--- config.mk ---
export PLATFORM = sky130hd
export DESIGN_NAME = char_lcd_nibble_sequencer
export DESIGN_NICKNAME = d
export VERILOG_FILES = /design/src/hdl/clns_pkg.sv /design/src/hdl/clns_ctrl.sv /design/src/hdl/clns_dpath.sv /design/src/hdl/char_lcd_nibble_sequencer.sv
export SDC_FILE = /design/constraint.sdc
export NUM_CORES = 1
export LEC_CHECK = 0
export ABC_AREA = 1
export CAP_MARGIN = 30
export CORE_MARGIN = 10
export CORE_UTILIZATION = 33
export DETAILED_ROUTE_END_ITERATION = 8
export DONT_BUFFER_PORTS = 1
export PLACE_DENSITY = 0.45
export SLEW_MARGIN = 10
export SYNTH_ARGS = -nofsm -noshare
export SYNTH_HDL_FRONTEND = slang
export SYNTH_SLANG_ARGS = --single-unit
export TNS_END_PERCENT = 20
--- constraint.sdc ---
create_clock -name clk -period 13.55 [get_ports clk]
set_clock_uncertainty 0.05 [all_clocks]
set_input_delay 0.6775 -clock clk [delete_from_list [all_inputs] [get_ports clk]]
set_output_delay 0.6775 -clock clk [all_outputs]
set_load 0.05 [all_outputs]
--- src/hdl/clns_pkg.sv ---
// shared types, codes and the write sequence table for the character lcd nibble sequencer
// no dependencies; imported by clns_ctrl, clns_dpath and char_lcd_nibble_sequencer
`timescale 1ns / 1ps
`default_nettype none

package clns_pkg;

	// command codes on the input channel
	localparam logic [2:0] CMD_INIT     = 3'd0;
	localparam logic [2:0] CMD_CLEAR    = 3'd1;
	localparam logic [2:0] CMD_SET_LINE = 3'd2;
	localparam logic [2:0] CMD_WR_CHAR  = 3'd3;
	localparam logic [2:0] CMD_SHUTDOWN = 3'd4;

	// configuration register indexes
	localparam logic CFG_PULSE_WAIT  = 1'b0;
	localparam logic CFG_SETTLE_WAIT = 1'b1;

	localparam logic [7:0]  PULSE_WAIT_RST  = 8'd40;
	localparam logic [11:0] SETTLE_WAIT_RST = 12'd1600;

	// write targets
	localparam logic TGT_PORT = 1'b0;
	localparam logic TGT_DIR  = 1'b1;

	// expander port bits
	localparam logic [5:0] PIN_DB4 = 6'h01;
	localparam logic [5:0] PIN_DB6 = 6'h04;
	localparam logic [5:0] PIN_DB7 = 6'h08;
	localparam logic [5:0] PIN_RS  = 6'h10;
	localparam logic [5:0] PIN_E   = 6'h20;

	// enable pulse takes five sequencer steps
	localparam logic [2:0] PULSE_LAST = 3'd4;

	typedef enum logic [0:0] {
		ST_IDLE,
		ST_RUN
	} state_t;

	// sequence table ops
	typedef enum logic [3:0] {
		OP_DIR,
		OP_PUT,
		OP_SETB,
		OP_SETL,
		OP_SETC,
		OP_SHADOW,
		OP_PULSE,
		OP_WAIT_S,
		OP_END
	} op_t;

	// datapath actions, one per cycle
	typedef enum logic [3:0] {
		ACT_NONE,
		ACT_DIR,
		ACT_PUT,
		ACT_SETB,
		ACT_SETL,
		ACT_SETC,
		ACT_SHADOW,
		ACT_EHI,
		ACT_ELO,
		ACT_WAIT_P,
		ACT_WAIT_S,
		ACT_FINISH
	} act_t;

	typedef struct packed {
		op_t        op;
		logic [5:0] data;
	} rom_t;

	typedef struct packed {
		act_t       act;
		logic [5:0] data;
		logic       load;
	} ctl_cmd_t;

	typedef struct packed {
		logic out_free;
	} dp_sts_t;

	localparam logic [5:0] PC_INIT     = 6'd0;
	localparam logic [5:0] PC_CLEAR    = 6'd18;
	localparam logic [5:0] PC_SET_LINE = 6'd24;
	localparam logic [5:0] PC_WR_CHAR  = 6'd31;
	localparam logic [5:0] PC_SHUTDOWN = 6'd44;

	function automatic logic [5:0] seq_start(input logic [2:0] cmd);
		logic [5:0] pc;
		case (cmd)
			CMD_INIT:     pc = PC_INIT;
			CMD_CLEAR:    pc = PC_CLEAR;
			CMD_SET_LINE: pc = PC_SET_LINE;
			CMD_WR_CHAR:  pc = PC_WR_CHAR;
			CMD_SHUTDOWN: pc = PC_SHUTDOWN;
			default:      pc = PC_INIT;
		endcase
		return pc;
	endfunction

	// OP_SETC data is the char bit index; OP_SETB and OP_SETL data is the port mask
	function automatic rom_t seq_rom(input logic [5:0] pc);
		rom_t e;
		case (pc)
			// init
			6'd0:  e = '{OP_DIR,    6'h00};
			6'd1:  e = '{OP_WAIT_S, 6'h00};
			6'd2:  e = '{OP_SHADOW, 6'h03};
			6'd3:  e = '{OP_PULSE,  6'h00};
			6'd4:  e = '{OP_PULSE,  6'h00};
			6'd5:  e = '{OP_PULSE,  6'h00};
			6'd6:  e = '{OP_PUT,    6'h02};
			6'd7:  e = '{OP_PULSE,  6'h00};
			6'd8:  e = '{OP_PUT,    6'h00};
			6'd9:  e = '{OP_PULSE,  6'h00};
			6'd10: e = '{OP_PUT,    6'h0C};
			6'd11: e = '{OP_PULSE,  6'h00};
			6'd12: e = '{OP_PUT,    6'h00};
			6'd13: e = '{OP_PULSE,  6'h00};
			6'd14: e = '{OP_PUT,    PIN_DB4};
			6'd15: e = '{OP_PULSE,  6'h00};
			6'd16: e = '{OP_WAIT_S, 6'h00};
			6'd17: e = '{OP_END,    6'h00};
			// clear
			6'd18: e = '{OP_PUT,    6'h00};
			6'd19: e = '{OP_PULSE,  6'h00};
			6'd20: e = '{OP_PUT,    PIN_DB4};
			6'd21: e = '{OP_PULSE,  6'h00};
			6'd22: e = '{OP_WAIT_S, 6'h00};
			6'd23: e = '{OP_END,    6'h00};
			// set line
			6'd24: e = '{OP_PUT,    6'h00};
			6'd25: e = '{OP_SETB,   PIN_DB7};
			6'd26: e = '{OP_SETL,   PIN_DB6};
			6'd27: e = '{OP_PULSE,  6'h00};
			6'd28: e = '{OP_PUT,    6'h00};
			6'd29: e = '{OP_PULSE,  6'h00};
			6'd30: e = '{OP_END,    6'h00};
			// write character, high nibble then low nibble
			6'd31: e = '{OP_PUT,    PIN_RS};
			6'd32: e = '{OP_SETC,   6'd4};
			6'd33: e = '{OP_SETC,   6'd5};
			6'd34: e = '{OP_SETC,   6'd6};
			6'd35: e = '{OP_SETC,   6'd7};
			6'd36: e = '{OP_PULSE,  6'h00};
			6'd37: e = '{OP_PUT,    PIN_RS};
			6'd38: e = '{OP_SETC,   6'd0};
			6'd39: e = '{OP_SETC,   6'd1};
			6'd40: e = '{OP_SETC,   6'd2};
			6'd41: e = '{OP_SETC,   6'd3};
			6'd42: e = '{OP_PULSE,  6'h00};
			6'd43: e = '{OP_END,    6'h00};
			// shutdown: clear, then the 4-bit function set nibble
			6'd44: e = '{OP_PUT,    6'h00};
			6'd45: e = '{OP_PULSE,  6'h00};
			6'd46: e = '{OP_PUT,    PIN_DB4};
			6'd47: e = '{OP_PULSE,  6'h00};
			6'd48: e = '{OP_WAIT_S, 6'h00};
			6'd49: e = '{OP_PUT,    6'h02};
			6'd50: e = '{OP_PULSE,  6'h00};
			6'd51: e = '{OP_END,    6'h00};
			default: e = '{OP_END,  6'h00};
		endcase
		return e;
	endfunction

endpackage

`default_nettype wire

--- src/hdl/clns_ctrl.sv ---
// sequencer control: state machine stepping through the write sequence table
// depends on clns_pkg; drives clns_dpath through ctl_cmd_t
`timescale 1ns / 1ps
`default_nettype none

module clns_ctrl import clns_pkg::*; (
	input  wire logic       clk,
	input  wire logic       arst_n,
	input  wire logic       in_valid,
	output logic            in_ready,
	input  wire logic [2:0] command,
	input  wire dp_sts_t    sts,
	output ctl_cmd_t        cmd
);

	state_t     state_q, state_d;
	logic [5:0] pc_q;
	logic [2:0] phase_q;
	rom_t       entry;
	act_t       act_c;
	logic       needs_port;
	logic       step;
	logic       accept;
	logic       cmd_ok;

	assign entry  = seq_rom(pc_q);
	assign cmd_ok = (command <= CMD_SHUTDOWN);
	assign accept = in_valid && in_ready;

	// expand table op into a single datapath action
	always_comb begin
		case (entry.op)
			OP_DIR:    act_c = ACT_DIR;
			OP_PUT:    act_c = ACT_PUT;
			OP_SETB:   act_c = ACT_SETB;
			OP_SETL:   act_c = ACT_SETL;
			OP_SETC:   act_c = ACT_SETC;
			OP_SHADOW: act_c = ACT_SHADOW;
			OP_WAIT_S: act_c = ACT_WAIT_S;
			OP_END:    act_c = ACT_FINISH;
			OP_PULSE: begin
				case (phase_q)
					3'd1:    act_c = ACT_EHI;
					3'd3:    act_c = ACT_ELO;
					default: act_c = ACT_WAIT_P;
				endcase
			end
			default:   act_c = ACT_NONE;
		endcase
	end

	always_comb begin
		case (act_c)
			ACT_DIR, ACT_PUT, ACT_SETB, ACT_SETL, ACT_SETC,
			ACT_EHI, ACT_ELO, ACT_FINISH: needs_port = 1'b1;
			default:                      needs_port = 1'b0;
		endcase
	end

	// writes wait while the output register is full
	assign step = (state_q == ST_RUN) && !(needs_port && !sts.out_free);

	// next state
	always_comb begin
		state_d = state_q;
		case (state_q)
			ST_IDLE: begin
				if (accept && cmd_ok)
					state_d = ST_RUN;
			end
			ST_RUN: begin
				if (step && act_c == ACT_FINISH)
					state_d = ST_IDLE;
			end
			default: state_d = ST_IDLE;
		endcase
	end

	// outputs
	always_comb begin
		in_ready = (state_q == ST_IDLE);
		cmd.act  = step ? act_c : ACT_NONE;
		cmd.data = entry.data;
		cmd.load = accept;
	end

	always_ff @(posedge clk or negedge arst_n) begin
		if (!arst_n) begin
			state_q <= ST_IDLE;
			pc_q    <= PC_INIT;
			phase_q <= 3'd0;
		end else begin
			state_q <= state_d;
			if (accept) begin
				pc_q    <= seq_start(command);
				phase_q <= 3'd0;
			end else if (step) begin
				if (entry.op == OP_PULSE && phase_q != PULSE_LAST) begin
					phase_q <= phase_q + 3'd1;
				end else begin
					phase_q <= 3'd0;
					pc_q    <= pc_q + 6'd1;
				end
			end
		end
	end

endmodule

`default_nettype wire

--- src/hdl/clns_dpath.sv ---
// sequencer datapath: timing registers, port shadow, pending write and output register
// depends on clns_pkg; commanded by clns_ctrl
`timescale 1ns / 1ps
`default_nettype none

module clns_dpath import clns_pkg::*; (
	input  wire logic        clk,
	input  wire logic        arst_n,
	input  wire logic        cfg_valid,
	input  wire logic        cfg_index,
	input  wire logic [11:0] cfg_data,
	input  wire logic [7:0]  char_code,
	input  wire logic        line_select,
	input  wire ctl_cmd_t    cmd,
	output dp_sts_t          sts,
	output logic             out_valid,
	input  wire logic        out_ready,
	output logic             write_target,
	output logic [5:0]       port_value,
	output logic [12:0]      hold_us,
	output logic             last_write
);

	logic [7:0]  pulse_wait_q;
	logic [11:0] settle_wait_q;
	logic [5:0]  shadow_q;
	logic [7:0]  char_q;
	logic        line_q;

	// pending write: its hold keeps growing until the next write shows up
	logic        stg_valid_q;
	logic        stg_target_q;
	logic [5:0]  stg_value_q;
	logic [12:0] stg_hold_q;

	logic        out_valid_q;
	logic        out_target_q;
	logic [5:0]  out_value_q;
	logic [12:0] out_hold_q;
	logic        out_last_q;

	logic        emit_c;
	logic        emit_target_c;
	logic [5:0]  emit_value_c;
	logic [12:0] wait_add_c;
	logic        finish_c;
	logic        push_c;

	always_comb begin
		emit_c        = 1'b0;
		emit_target_c = TGT_PORT;
		emit_value_c  = shadow_q;
		case (cmd.act)
			ACT_DIR: begin
				emit_c        = 1'b1;
				emit_target_c = TGT_DIR;
				emit_value_c  = 6'h00;
			end
			ACT_PUT: begin
				emit_c       = 1'b1;
				emit_value_c = cmd.data;
			end
			ACT_SETB: begin
				emit_c       = 1'b1;
				emit_value_c = shadow_q | cmd.data;
			end
			ACT_SETL: begin
				emit_c       = line_q;
				emit_value_c = shadow_q | cmd.data;
			end
			ACT_SETC: begin
				// char bit k drives data line k mod 4
				emit_c       = char_q[cmd.data[2:0]];
				emit_value_c = shadow_q | (PIN_DB4 << cmd.data[1:0]);
			end
			ACT_EHI: begin
				emit_c       = 1'b1;
				emit_value_c = shadow_q | PIN_E;
			end
			ACT_ELO: begin
				emit_c       = 1'b1;
				emit_value_c = shadow_q & ~PIN_E;
			end
			default: begin
				emit_c = 1'b0;
			end
		endcase
	end

	always_comb begin
		case (cmd.act)
			ACT_WAIT_P: wait_add_c = {5'd0, pulse_wait_q};
			ACT_WAIT_S: wait_add_c = {1'b0, settle_wait_q};
			default:    wait_add_c = 13'd0;
		endcase
	end

	assign finish_c     = (cmd.act == ACT_FINISH);
	assign push_c       = stg_valid_q && (emit_c || finish_c);
	assign sts.out_free = !out_valid_q || out_ready;

	assign out_valid    = out_valid_q;
	assign write_target = out_target_q;
	assign port_value   = out_value_q;
	assign hold_us      = out_hold_q;
	assign last_write   = out_last_q;

	always_ff @(posedge clk or negedge arst_n) begin
		if (!arst_n) begin
			pulse_wait_q  <= PULSE_WAIT_RST;
			settle_wait_q <= SETTLE_WAIT_RST;
			shadow_q      <= 6'h00;
			stg_valid_q   <= 1'b0;
			out_valid_q   <= 1'b0;
		end else begin
			if (cfg_valid) begin
				case (cfg_index)
					CFG_PULSE_WAIT:  pulse_wait_q  <= cfg_data[7:0];
					CFG_SETTLE_WAIT: settle_wait_q <= cfg_data;
					default:         pulse_wait_q  <= pulse_wait_q;
				endcase
			end
			if (cmd.act == ACT_SHADOW)
				shadow_q <= cmd.data;
			else if (emit_c && emit_target_c == TGT_PORT)
				shadow_q <= emit_value_c;
			if (emit_c)
				stg_valid_q <= 1'b1;
			else if (finish_c)
				stg_valid_q <= 1'b0;
			if (push_c)
				out_valid_q <= 1'b1;
			else if (out_ready)
				out_valid_q <= 1'b0;
		end
	end

	always_ff @(posedge clk) begin
		if (cmd.load) begin
			char_q <= char_code;
			line_q <= line_select;
		end
		if (emit_c) begin
			stg_target_q <= emit_target_c;
			stg_value_q  <= emit_value_c;
			stg_hold_q   <= 13'd0;
		end else begin
			// sums stay below 4351 so no wrap
			stg_hold_q <= stg_hold_q + wait_add_c;
		end
		if (push_c) begin
			out_target_q <= stg_target_q;
			out_value_q  <= stg_value_q;
			out_hold_q   <= stg_hold_q;
			out_last_q   <= finish_c;
		end
	end

endmodule

`default_nettype wire

--- src/hdl/char_lcd_nibble_sequencer.sv ---
// Character LCD nibble sequencer (HD44780 4-bit mode over a port expander).
// Input channel (in_valid/in_ready): command, char_code, line_select. Each command
// expands into 0 to 22 expander writes on the output channel (out_valid/out_ready):
// write_target, port_value (DB4-DB7 bits 0-3, RS bit 4, E bit 5), hold_us and
// last_write, which marks the final write of the command. Unused codes give no writes.
// Configuration channel (cfg_valid/cfg_ready, cfg_index, cfg_data): index 0 is the
// enable pulse wait, index 1 the settle wait; cfg_ready is always high.
// One command at a time: an accepted command walks through its sequence table steps in
// order, five steps per enable pulse; in_ready is high only while the sequencer is idle.
// Each write is held in a pending register until the waits after it are summed, so
// it reaches the output register one write later; the last one leaves at the end.
// When the receiver stalls, the sequencer halts on its next write until the output
// register frees up; nothing is dropped. A new command is accepted while the final
// write of the previous one still waits in the output register.
// Reset clears the sequencer, port shadow and valids, and restores the waits to 40 us
// and 1600 us.
`timescale 1ns / 1ps
`default_nettype none

module char_lcd_nibble_sequencer import clns_pkg::*; (
	input  wire logic        clk,
	input  wire logic        arst_n,
	input  wire logic        in_valid,
	output logic             in_ready,
	input  wire logic [2:0]  command,
	input  wire logic [7:0]  char_code,
	input  wire logic        line_select,
	output logic             out_valid,
	input  wire logic        out_ready,
	output logic             write_target,
	output logic [5:0]       port_value,
	output logic [12:0]      hold_us,
	output logic             last_write,
	input  wire logic        cfg_valid,
	output logic             cfg_ready,
	input  wire logic        cfg_index,
	input  wire logic [11:0] cfg_data
);

	ctl_cmd_t ctl_cmd;
	dp_sts_t  dp_sts;

	assign cfg_ready = 1'b1;

	clns_ctrl u_ctrl (
		.clk      (clk),
		.arst_n   (arst_n),
		.in_valid (in_valid),
		.in_ready (in_ready),
		.command  (command),
		.sts      (dp_sts),
		.cmd      (ctl_cmd)
	);

	clns_dpath u_dpath (
		.clk          (clk),
		.arst_n       (arst_n),
		.cfg_valid    (cfg_valid),
		.cfg_index    (cfg_index),
		.cfg_data     (cfg_data),
		.char_code    (char_code),
		.line_select  (line_select),
		.cmd          (ctl_cmd),
		.sts          (dp_sts),
		.out_valid    (out_valid),
		.out_ready    (out_ready),
		.write_target (write_target),
		.port_value   (port_value),
		.hold_us      (hold_us),
		.last_write   (last_write)
	);

endmodule

`default_nettype wire
**Yosys cells after proc, flatten, opt, wreduce, memory -nomap -nowiden**

Memory sizes are Yosys's and may differ from the RTL's.
Cells that the tools add are included.
Widths: inputs -> output; s select.

- Input bits: 30
- Logic and storage cells: 106
- Bits in read-only memories: 592
- Memories: 2
- Bits in registers: 88
- Output and inout bits: 24

Memory list:

| memory | depth | bits a word | read ports | clocked after Yosys merged registers in | write ports | RTL line | RTL |
|---|---|---|---|---|---|---|---|
| (no name shown) | 64 | 9 | 1 | 0 | 0 | clns_pkg.sv:107 | `case (pc)` |
| (no name shown) | 16 | 1 | 1 | 0 | 0 | clns_ctrl.sv:53 | `case (act_c)` |

- Magnitude comparators: 2
- Bitwise operators: 5
- Shift operators: 1
- Reduce and logical (&&, ||, !) cells: 23
- Muxes and demuxes: 25
- $add $sub $neg: 3
- Equality and inequality tests: 28

Operators by type and width:

| operator | count |
|---|---|
| $pmux 4 s9 | 1 |
| $pmux 6 s6 | 1 |
| $eq 4x3->1 const B | 8 |
| $mux 6 | 5 |
| $eq 4x4->1 const B | 6 |
| $pmux 12 s2 | 1 |
| $pmux 6 s4 | 1 |
| $eq 4x2->1 const B | 4 |
| $add 13x12->13 | 1 |
| $or 6x6->6 | 2 |
| $eq 3x2->1 const B | 3 |
| $mux 3 | 3 |
| $eq 4x1->1 const B | 2 |
| $logic_and 1x1->1 | 8 |
| $mux 1 | 8 |
| $pmux 4 s2 | 1 |
| $reduce_bool 2->1 | 4 |
| $add 6x1->6 const B | 1 |
| $eq 3x1->1 const B | 2 |
| $reduce_and 2->1 | 3 |
| $shl 1x2->6 const A | 1 |
| $reduce_or 5->1 | 1 |
| $logic_not 4->1 | 1 |
| $lt 3x4->1 const B | 1 |
| other kinds (13) | 18 |

**Longest topological paths before layout**

Gate-level depths: netlist of the first run.
An unclocked memory read counts as a cell.

- Word-level depth: 14
- Gate-level depth with buffers: 45

**By module**

From an unflattened synthesis of the first run, not the netlist that was laid out.

- Cell total of the unflattened synthesis: 668
- Area total of the unflattened synthesis: 5,222.5 um^2

Modules (own cells, without submodules):

| module | times used | sequential area each (um^2) | cells each | area each (um^2) |
|---|---|---|---|---|
| clns_dpath | 1 | 2,078.2 | 409 | 3,658.5 |
| clns_ctrl | 1 | 250.2 | 257 | 1,552.7 |
| char_lcd_nibble_sequencer | 1 | 0.0 | 2 | 11.3 |

**Worst setup path before layout of the first run**

Ideal clock, no wire load.

- Path type: register to register
- From: reg u_ctrl.pc_q[0]
- To: reg u_dpath.stg_hold_q[11]
- Stages on the path, launching flop included: 45
- Data arrival time: 4.978 ns
- Setup slack: 8.456 ns
- Data required time: 13.434 ns
- Library setup time: 0.066 ns
- Cell sequence: dfrtp_1 -> inv_1 -> ha_1 -> inv_1 -> nand2_1 -> nand3_1 -> nand2_1 -> nand2_1 -> nand2_1 -> nand3_4 -> inv_2 -> nand3_1 -> nor2_1 -> o21a_1 -> buf_4 -> inv_1 -> ha_1 -> inv_1 -> (+9 left out) -> nand2_1 -> nand2_1 -> a21oi_1 -> inv_1 -> nand2_1 -> inv_1 -> nor2_1 -> nor2_1 -> nor2_1 -> nor2_1 -> nor2_1 -> nor2_1 -> nor2_1 -> o21ai_0 -> a21o_1 -> a21oi_1 -> or2_2 -> a21oi_2

- Word-level cells in the longest chain between the ends: 11
- Elaborated cells between the ends (all ways): 31

Ends and longest elaborated chain:

| element | RTL line | RTL |
|---|---|---|
| start, declared | clns_ctrl.sv:17 | `logic [5:0] pc_q;` |
| start signal, assigned | clns_ctrl.sv:95 | `pc_q <= seq_start(command);` |
| start signal, assigned | clns_ctrl.sv:102 | `pc_q <= pc_q + 6'd1;` |
| $mem_v2 64x9 (*) | -- |  |
| $eq 4x3->1, or another cell as far along | clns_ctrl.sv:32 | `case (entry.op)` |
| $pmux 4 s9 | clns_ctrl.sv:32 |  |
| $mem_v2 16x1 | -- |  |
| $logic_and 1x1->1 | clns_ctrl.sv:61 | `assign step = (state_q == ST_RUN) && !(needs_port && !sts.out_free);` |
| $logic_not 1->1 | clns_ctrl.sv:61 |  |
| $logic_and 1x1->1 | clns_ctrl.sv:61 |  |
| $mux 4 | clns_ctrl.sv:82 | `cmd.act = step ? act_c : ACT_NONE;` |
| $eq 4x4->1, or another cell as far along | clns_dpath.sv:91 | `case (cmd.act)` |
| $pmux 12 s2 or $reduce_or 5->1 (tied branches) | -- |  |
| $add 13x12->13 or $pmux 1 s3 (tied branches) | clns_dpath.sv:149, clns_dpath.sv:53 |  |
| end signal, assigned | clns_dpath.sv:149 | `stg_hold_q <= stg_hold_q + wait_add_c;` |
| end, declared | clns_dpath.sv:34 | `logic [12:0] stg_hold_q;` |

Mark *: on every way between the ends. The rest lies on a longest branch, timed or not. The select of a mux whose other input is x is not followed.
A chain may end at the register's enable or synchronous reset.

**Worst setup path in the final report of the first run**

Ends and elaborated chain as after synthesis.

==> run_results.csv, run 1 <==
group,metric,value,unit
outcome,status,"complete, no violations",
grt,grt_pass1_vias,4058,
route,first_pass_iters,4,
grt,grt_pass1_wl,20.40,mm
timing,rsz0062_at_grt,"false",
route,wl,11.90,mm
synthesis,syn_area,0.005265,mm^2
synthesis,synth_cell_types,53,
clock_tree,cts_sinks,88,
timing,fmax,170.1,MHz
setup_path,crit_required,13.78,ns
clock_tree,cts_resized,0,
synthesis,synth_top_area_share,0.2110,
floorplan,core,0.01577,mm^2
synthesis,synthTopCellsByCount,"nand2_1, inv_1, nor2_1",
floorplan,die_w,146.3,um
route,drcViolationCount,0,
timing,fin_setup_tns,0,ns
synthesis,yosys_warnings,0,
place,hpwl,9.051,mm
floorplan,dieArea,0.02141,mm^2
layout,drive_above_1_share,0.1275,
timing,setup_violations,0,
synthesis,yosys.area.top_type,"edfxtp_1",
route,drt_iter0_drc,335,
place,place_congestion,0.9038,
floorplan,die-height,146.3,um
synthesis,synth_ff_type,"edfxtp_1",
setup_path,slowest_delay,0.54,ns
setup_path,path_class,"reg2reg",
setup_path,r2r_slack,7.67,ns
clock_tree,cts_hold_buf,1,
worst_hold_path,hold_class,"in2async",
floorplan,placementRows,46,
synthesis,synthCells,649,
timing,fin_crit_sh,0.4338,
synthesis,syn-num-nets,706,
job,cap_violations,0,
floorplan,initial_core_util,0.3339,
synthesis,async_flop_share,0.4318,
route,vias,4132,
setup_path,cp_max_fo,10,
clock_tree,root_buffer,"clkbuf_16",
grt,grt_overflow_total,0,
grt,grt_max_degree,34,
place,portBuffers,0,
synthesis,synth_edf_count,37,
timing,period_needed,5.879,ns
grt,grt_usage,0.1148,
synthesis,synth_most_common_cell,"nand2_1",
route,vias_per_cell,4.766,
setup_path,start_kind,"register",
floorplan,io_pins,54,
setup_path,crit_slowest_cell,"dfrtp_1",
timing,hold_viol,0,
synthesis,synth_seq_cells,88,
setup_path,endpoint_kind,"register",
route,drt-wirelength-per-cell,13.73,um
timing,maxSlewViolCount,0,
clock_tree,clockBufferDepth,2,
setup_path,cp.arrival,6.11,ns
layout,finalNetCount,703,
timing,maxSlewHeadroom,0.4996,
clock_tree,cts-htree-levels,3,
synthesis,synth_area_leaders,"edfxtp_1, dfrtp_1, nand2_1, ha_1, nand3_1",
grt,antenna_found_initial,0,
clock_tree,clk_latency,0.34,ns
route,ant_nets,0,
timing,tightest_slew,0.7497,ns
synthesis,avgSynthCellArea,8.113,um^2
synthesis,ys_seq_area_frac,0.4423,
clock_tree,cts_made_buffers,9,
clock_tree,clk_pin_slew,0.06,ns
clock_tree,post_cts_buffers,0,
clock_tree,cts_tree,"yes",
layout,diodes,0,
layout,syn_to_final_growth,9.434,%
-- placed cells by master, fill, tap and decap left out, drive strengths merged, types with 3 or more instances in the layout --
master,n
dfstp,5
dfrtp,33
o211ai,5
o21ai,40
ha,26
o22ai,3
edfxtp,37
nand3,65
nor3,8
inv,84
nand4,4
nor2,81
a21boi,3
nand2,181
a21oi,25
clkbuf,13
or2,4
dfxtp,13
-- through the flow --
| stage | worst slack (ns) | cell area (um^2) | std cells | utilization | hold slack, ns |
|---|---|---|---|---|---|
| final | 7.671 | 5762 | 867 | 0.3654 | 0.1173 |
| after global routing | 7.057 | 5762 | 867 | 0.3654 | 0.1023 |
| after CTS | 7.701 | 5762 | 867 | 0.3654 | 0.1043 |
| after detailed placement | 7.753 | 5446 | 850 | 0.3454 | 0.3339 |
| after global placement | 7.920 | 5446 | 850 | 0.3454 | 0.3344 |
| after floorplan | 8.456 | 5265 | 649 | - | 0.3319 |
-- critical path, delay by kind of cell (launching register included) --
family	cells	cell delay, ns
buffers and inverters	8	0.67
adder cells (fa/ha/maj)	3	0.80
AO/OA/AOI/OAI	6	1.06
flip-flops	1	0.54
AND/OR/NAND/NOR	27	2.64
-- cell families after synthesis --
kind of cell    count (synthesis)  share of synthesized area
flops                          88                     0.4423
compound gates                 87                    0.09649
simple gates                  344                     0.3132
buf+inv                        99                    0.07676
xor+xnor                        3                   0.004991
fa+ha+maj                      27                    0.06559
other cells                     1                  0.0007122
-- cell type report --
type                            count  area [um^2]
Fill cell                        1625        10010
Multi-Input combinational cell    462         2532
Clock inverter                      3        23.77
Timing Repair Buffer                1        20.02
Tap cell                          216        270.3
Clock buffer                       13        271.5
Inverter                           84        315.3
Sequential cell                    88         2328
-- registers in the layout, indices dropped and copies added (netlist names) --
name / count
u_ctrl.pc_q: 6
u_ctrl.phase_q: 3
u_ctrl.state_q: 1
u_dpath.char_q: 8
u_dpath.hold_us: 13
u_dpath.last_write: 1
u_dpath.line_q: 1
u_dpath.out_valid: 1
u_dpath.port_value: 6
u_dpath.pulse_wait_q: 8
u_dpath.settle_wait_q: 12
u_dpath.shadow_q: 6
u_dpath.stg_hold_q: 13
u_dpath.stg_target_q: 1
u_dpath.stg_valid_q: 1
u_dpath.stg_value_q: 6
u_dpath.write_target: 1
-- layer usage --
metal	global-route usage	part of all wire	vias up
li1	-	-	2108
met1	0.1540	0.50	1911
met2	0.1713	0.44	101
met3	0.03059	0.049	12
met4	0.04605	0.014	0
met5	0	0	-
-- final timing paths --
kind | from | depth (start not counted) | end
worst min-delay path | arst_n | 1 | u_dpath.settle_wait_q[7]
worst min register to register | u_dpath.stg_target_q | 0 | u_dpath.write_target
worst max-delay path | u_ctrl.pc_q[0] | 44 | u_dpath.stg_hold_q[11]
max in group asynchronous | arst_n | 1 | u_ctrl.pc_q[0]
worst max register to register | u_ctrl.pc_q[0] | 44 | u_dpath.stg_hold_q[11]
min in group clk | u_dpath.stg_target_q | 0 | u_dpath.write_target
Power of run 1 is left out: the tool's default activity adds up to more than one toggle a clock period on the data nets, which glitch-free logic cannot reach.
==> inputs of run 2 (changes only) <==
- clock period: 13.55 -> 6.1 ns (I/O delays scaled with it)
==> run 2 against run 1 <==
  * Worst hold slack got worse by 0.098 ns
  * Fmax rose by 8.5%
  * Largest cell class unchanged
  * Cell count rose by 1.8%
  * Register-to-register slack got worse by 7.0 ns
  * Highest routed layer unchanged
  * Global-route usage rose by 0.19 points
==> run_results.csv, run 2 (synthesis results as in run 1) <==
group,metric,value,unit
outcome,status,"complete, no violations",
setup_path,reg2reg_from,"u_ctrl.pc_q[0]",
floorplan,core,0.01577,mm^2
setup_path,path_buf_inv,8,
route,ant_nets,0,
clock_tree,clockBufferDepth,2,
grt,grt_max_degree,39,
layout,final_cell_mix,"nand2_1, inv_1, nor2_1",
timing,maxSlewHeadroom,0.5070,
floorplan,io_pins,54,
place,hpwl,9.135,mm
timing,fmax,184.6,MHz
setup_path,setup.worst_path.start,"u_ctrl.pc_q[0]",
worst_hold_path,hold_class,"in2reg",
clock_tree,clk_latency,0.34,ns
timing,setup_violations,0,
setup_path,r2r_slack,0.68,ns
timing,period_needed,5.417,ns
setup_path,endpoint_kind,"register",
route,drcViolationCount,0,
floorplan,die_w,146.3,um
floorplan,die-height,146.3,um
clock_tree,cts-htree-levels,3,
clock_tree,cts_made_buffers,9,
setup_path,critPathMostFrequentCell,"nand2_1",
layout,syn_to_final_growth,12.52,%
layout,fillCellCount,1623,
layout,multi_input_area,0.002544,mm^2
route,vias_per_cell,4.733,
route,drt-wirelength-per-cell,13.66,um
layout,diodes,0,
setup_path,path_class,"reg2reg",
timing,fin_crit_sh,0.8880,
clock_tree,clk_pin_slew,0.06,ns
route,first_pass_iters,4,
layout,register_area,0.002331,mm^2
grt,use_met1,0.1566,
setup_path,crit_family,"simple AND/OR/NAND/NOR gates",
clock_tree,cts_tree,"yes",
floorplan,initial_core_util,0.3339,
setup_path,start_kind,"register",
route,vias,4179,
clock_tree,root_buffer,"clkbuf_16",
layout,drive_above_1_share,0.1424,
grt,grt_pass1_wl,20.87,mm
setup_path,slowest_delay,0.44,ns
setup_path,r2r_end,"u_dpath.stg_hold_q[11]",
place,dpl_worst_slack,0.2480,ns
setup_path,crit_slowest_cell,"dfrtp_2",
floorplan,dieArea,0.02141,mm^2
grt,grt_overflow_total,0,
grt,grtUsageMet2,0.1736,
grt,antenna_found_initial,0,
timing,fin_ws,0.6833,ns
setup_path,path_depth,44,
layout,finalNetCount,719,
layout,final_common_cell,"nand2_1",
grt,grtUsageMet3,0.03245,
route,wl,12.06,mm
place,place_congestion,0.9059,
grt,grt_busiest_layer,"met2",
setup_path,reg2reg_depth,44,
setup_path,critPathCapture,"u_dpath.stg_hold_q[11]",
setup_path,cp.arrival,5.59,ns
timing,maxSlewViolCount,0,
timing,tightest_slew,0.7387,ns
clock_tree,cts_sinks,88,
setup_path,cp_max_fo,8,
job,cap_violations,0,
floorplan,placementRows,46,
grt,grt_pass1_vias,4126,
grt,grt_usage,0.1167,
route,drt_iter0_drc,290,
setup_path,crit_required,6.28,ns
place,portBuffers,0,
timing,hold_viol,0,
-- run 2: worst min-delay path by stage --
stage               from                  endpoint  slack [ns]  cells after the start
3_5_place_dp      arst_n       u_dpath.stg_valid_q       -0.04                      0
3_3_place_gp      arst_n  u_dpath.settle_wait_q[8]       -0.04                      0
6_report       out_ready         u_dpath.out_valid        0.02                      1
4_1_cts        out_ready         u_dpath.out_valid       0.007                      1
5_1_grt        out_ready         u_dpath.out_valid        0.02                      1
2_1_floorplan     arst_n            u_ctrl.pc_q[0]       -0.04                      0
-- run 2: worst reg2reg max path: cells and delay by family, from the launching register on --
kind                     cells  cell delay (ns)
AND/OR/NAND/NOR             28             2.68
adder cells (fa/ha/maj)      3             0.85
buffers and inverters        8             0.70
AO/OA/AOI/OAI                5             0.58
flip-flops                   1             0.44
-- run 2: area by class of cell --
class,count,share of cell area
multi-input combinational,462,0.4294
tap,216,0.04562
clock inverter,3,0.004013
sequential,88,0.3935
inverter,84,0.05385
timing repair buffer,17,0.02788
clock buffer,13,0.04583
-- run 2: routing by layer --
metal  wire, um  share of wire
met1       5886           0.49
met2       5281           0.44
met3        703          0.058
met4        190          0.016
met5          0              0
-- run 2: metrics by stage --
step | area [um^2] | hold WS, ns | instances | utilization | TNS (ns)
3_5_place_dp | 5446 | -0.03859 | 850 | 0.3454 | 0
2_1_floorplan | 5265 | -0.04059 | 649 | - | 0
6_report | 5924 | 0.01896 | 883 | 0.3757 | 0
5_1_grt | 5924 | 0.01761 | 883 | 0.3757 | -0.002994
4_1_cts | 5862 | 0.007032 | 877 | 0.3717 | 0
3_3_place_gp | 5446 | -0.03813 | 850 | 0.3454 | 0
-- run 2: timing repair --
item | CTS | global route
gates resized for setup | 0 | 8
hold endpoints to repair | 47 | 0
setup buffers | 0 | 6
setup endpoints to repair | 0 | 4
hold buffers | 11 | 0
Power of run 2 is left out for the same reason.
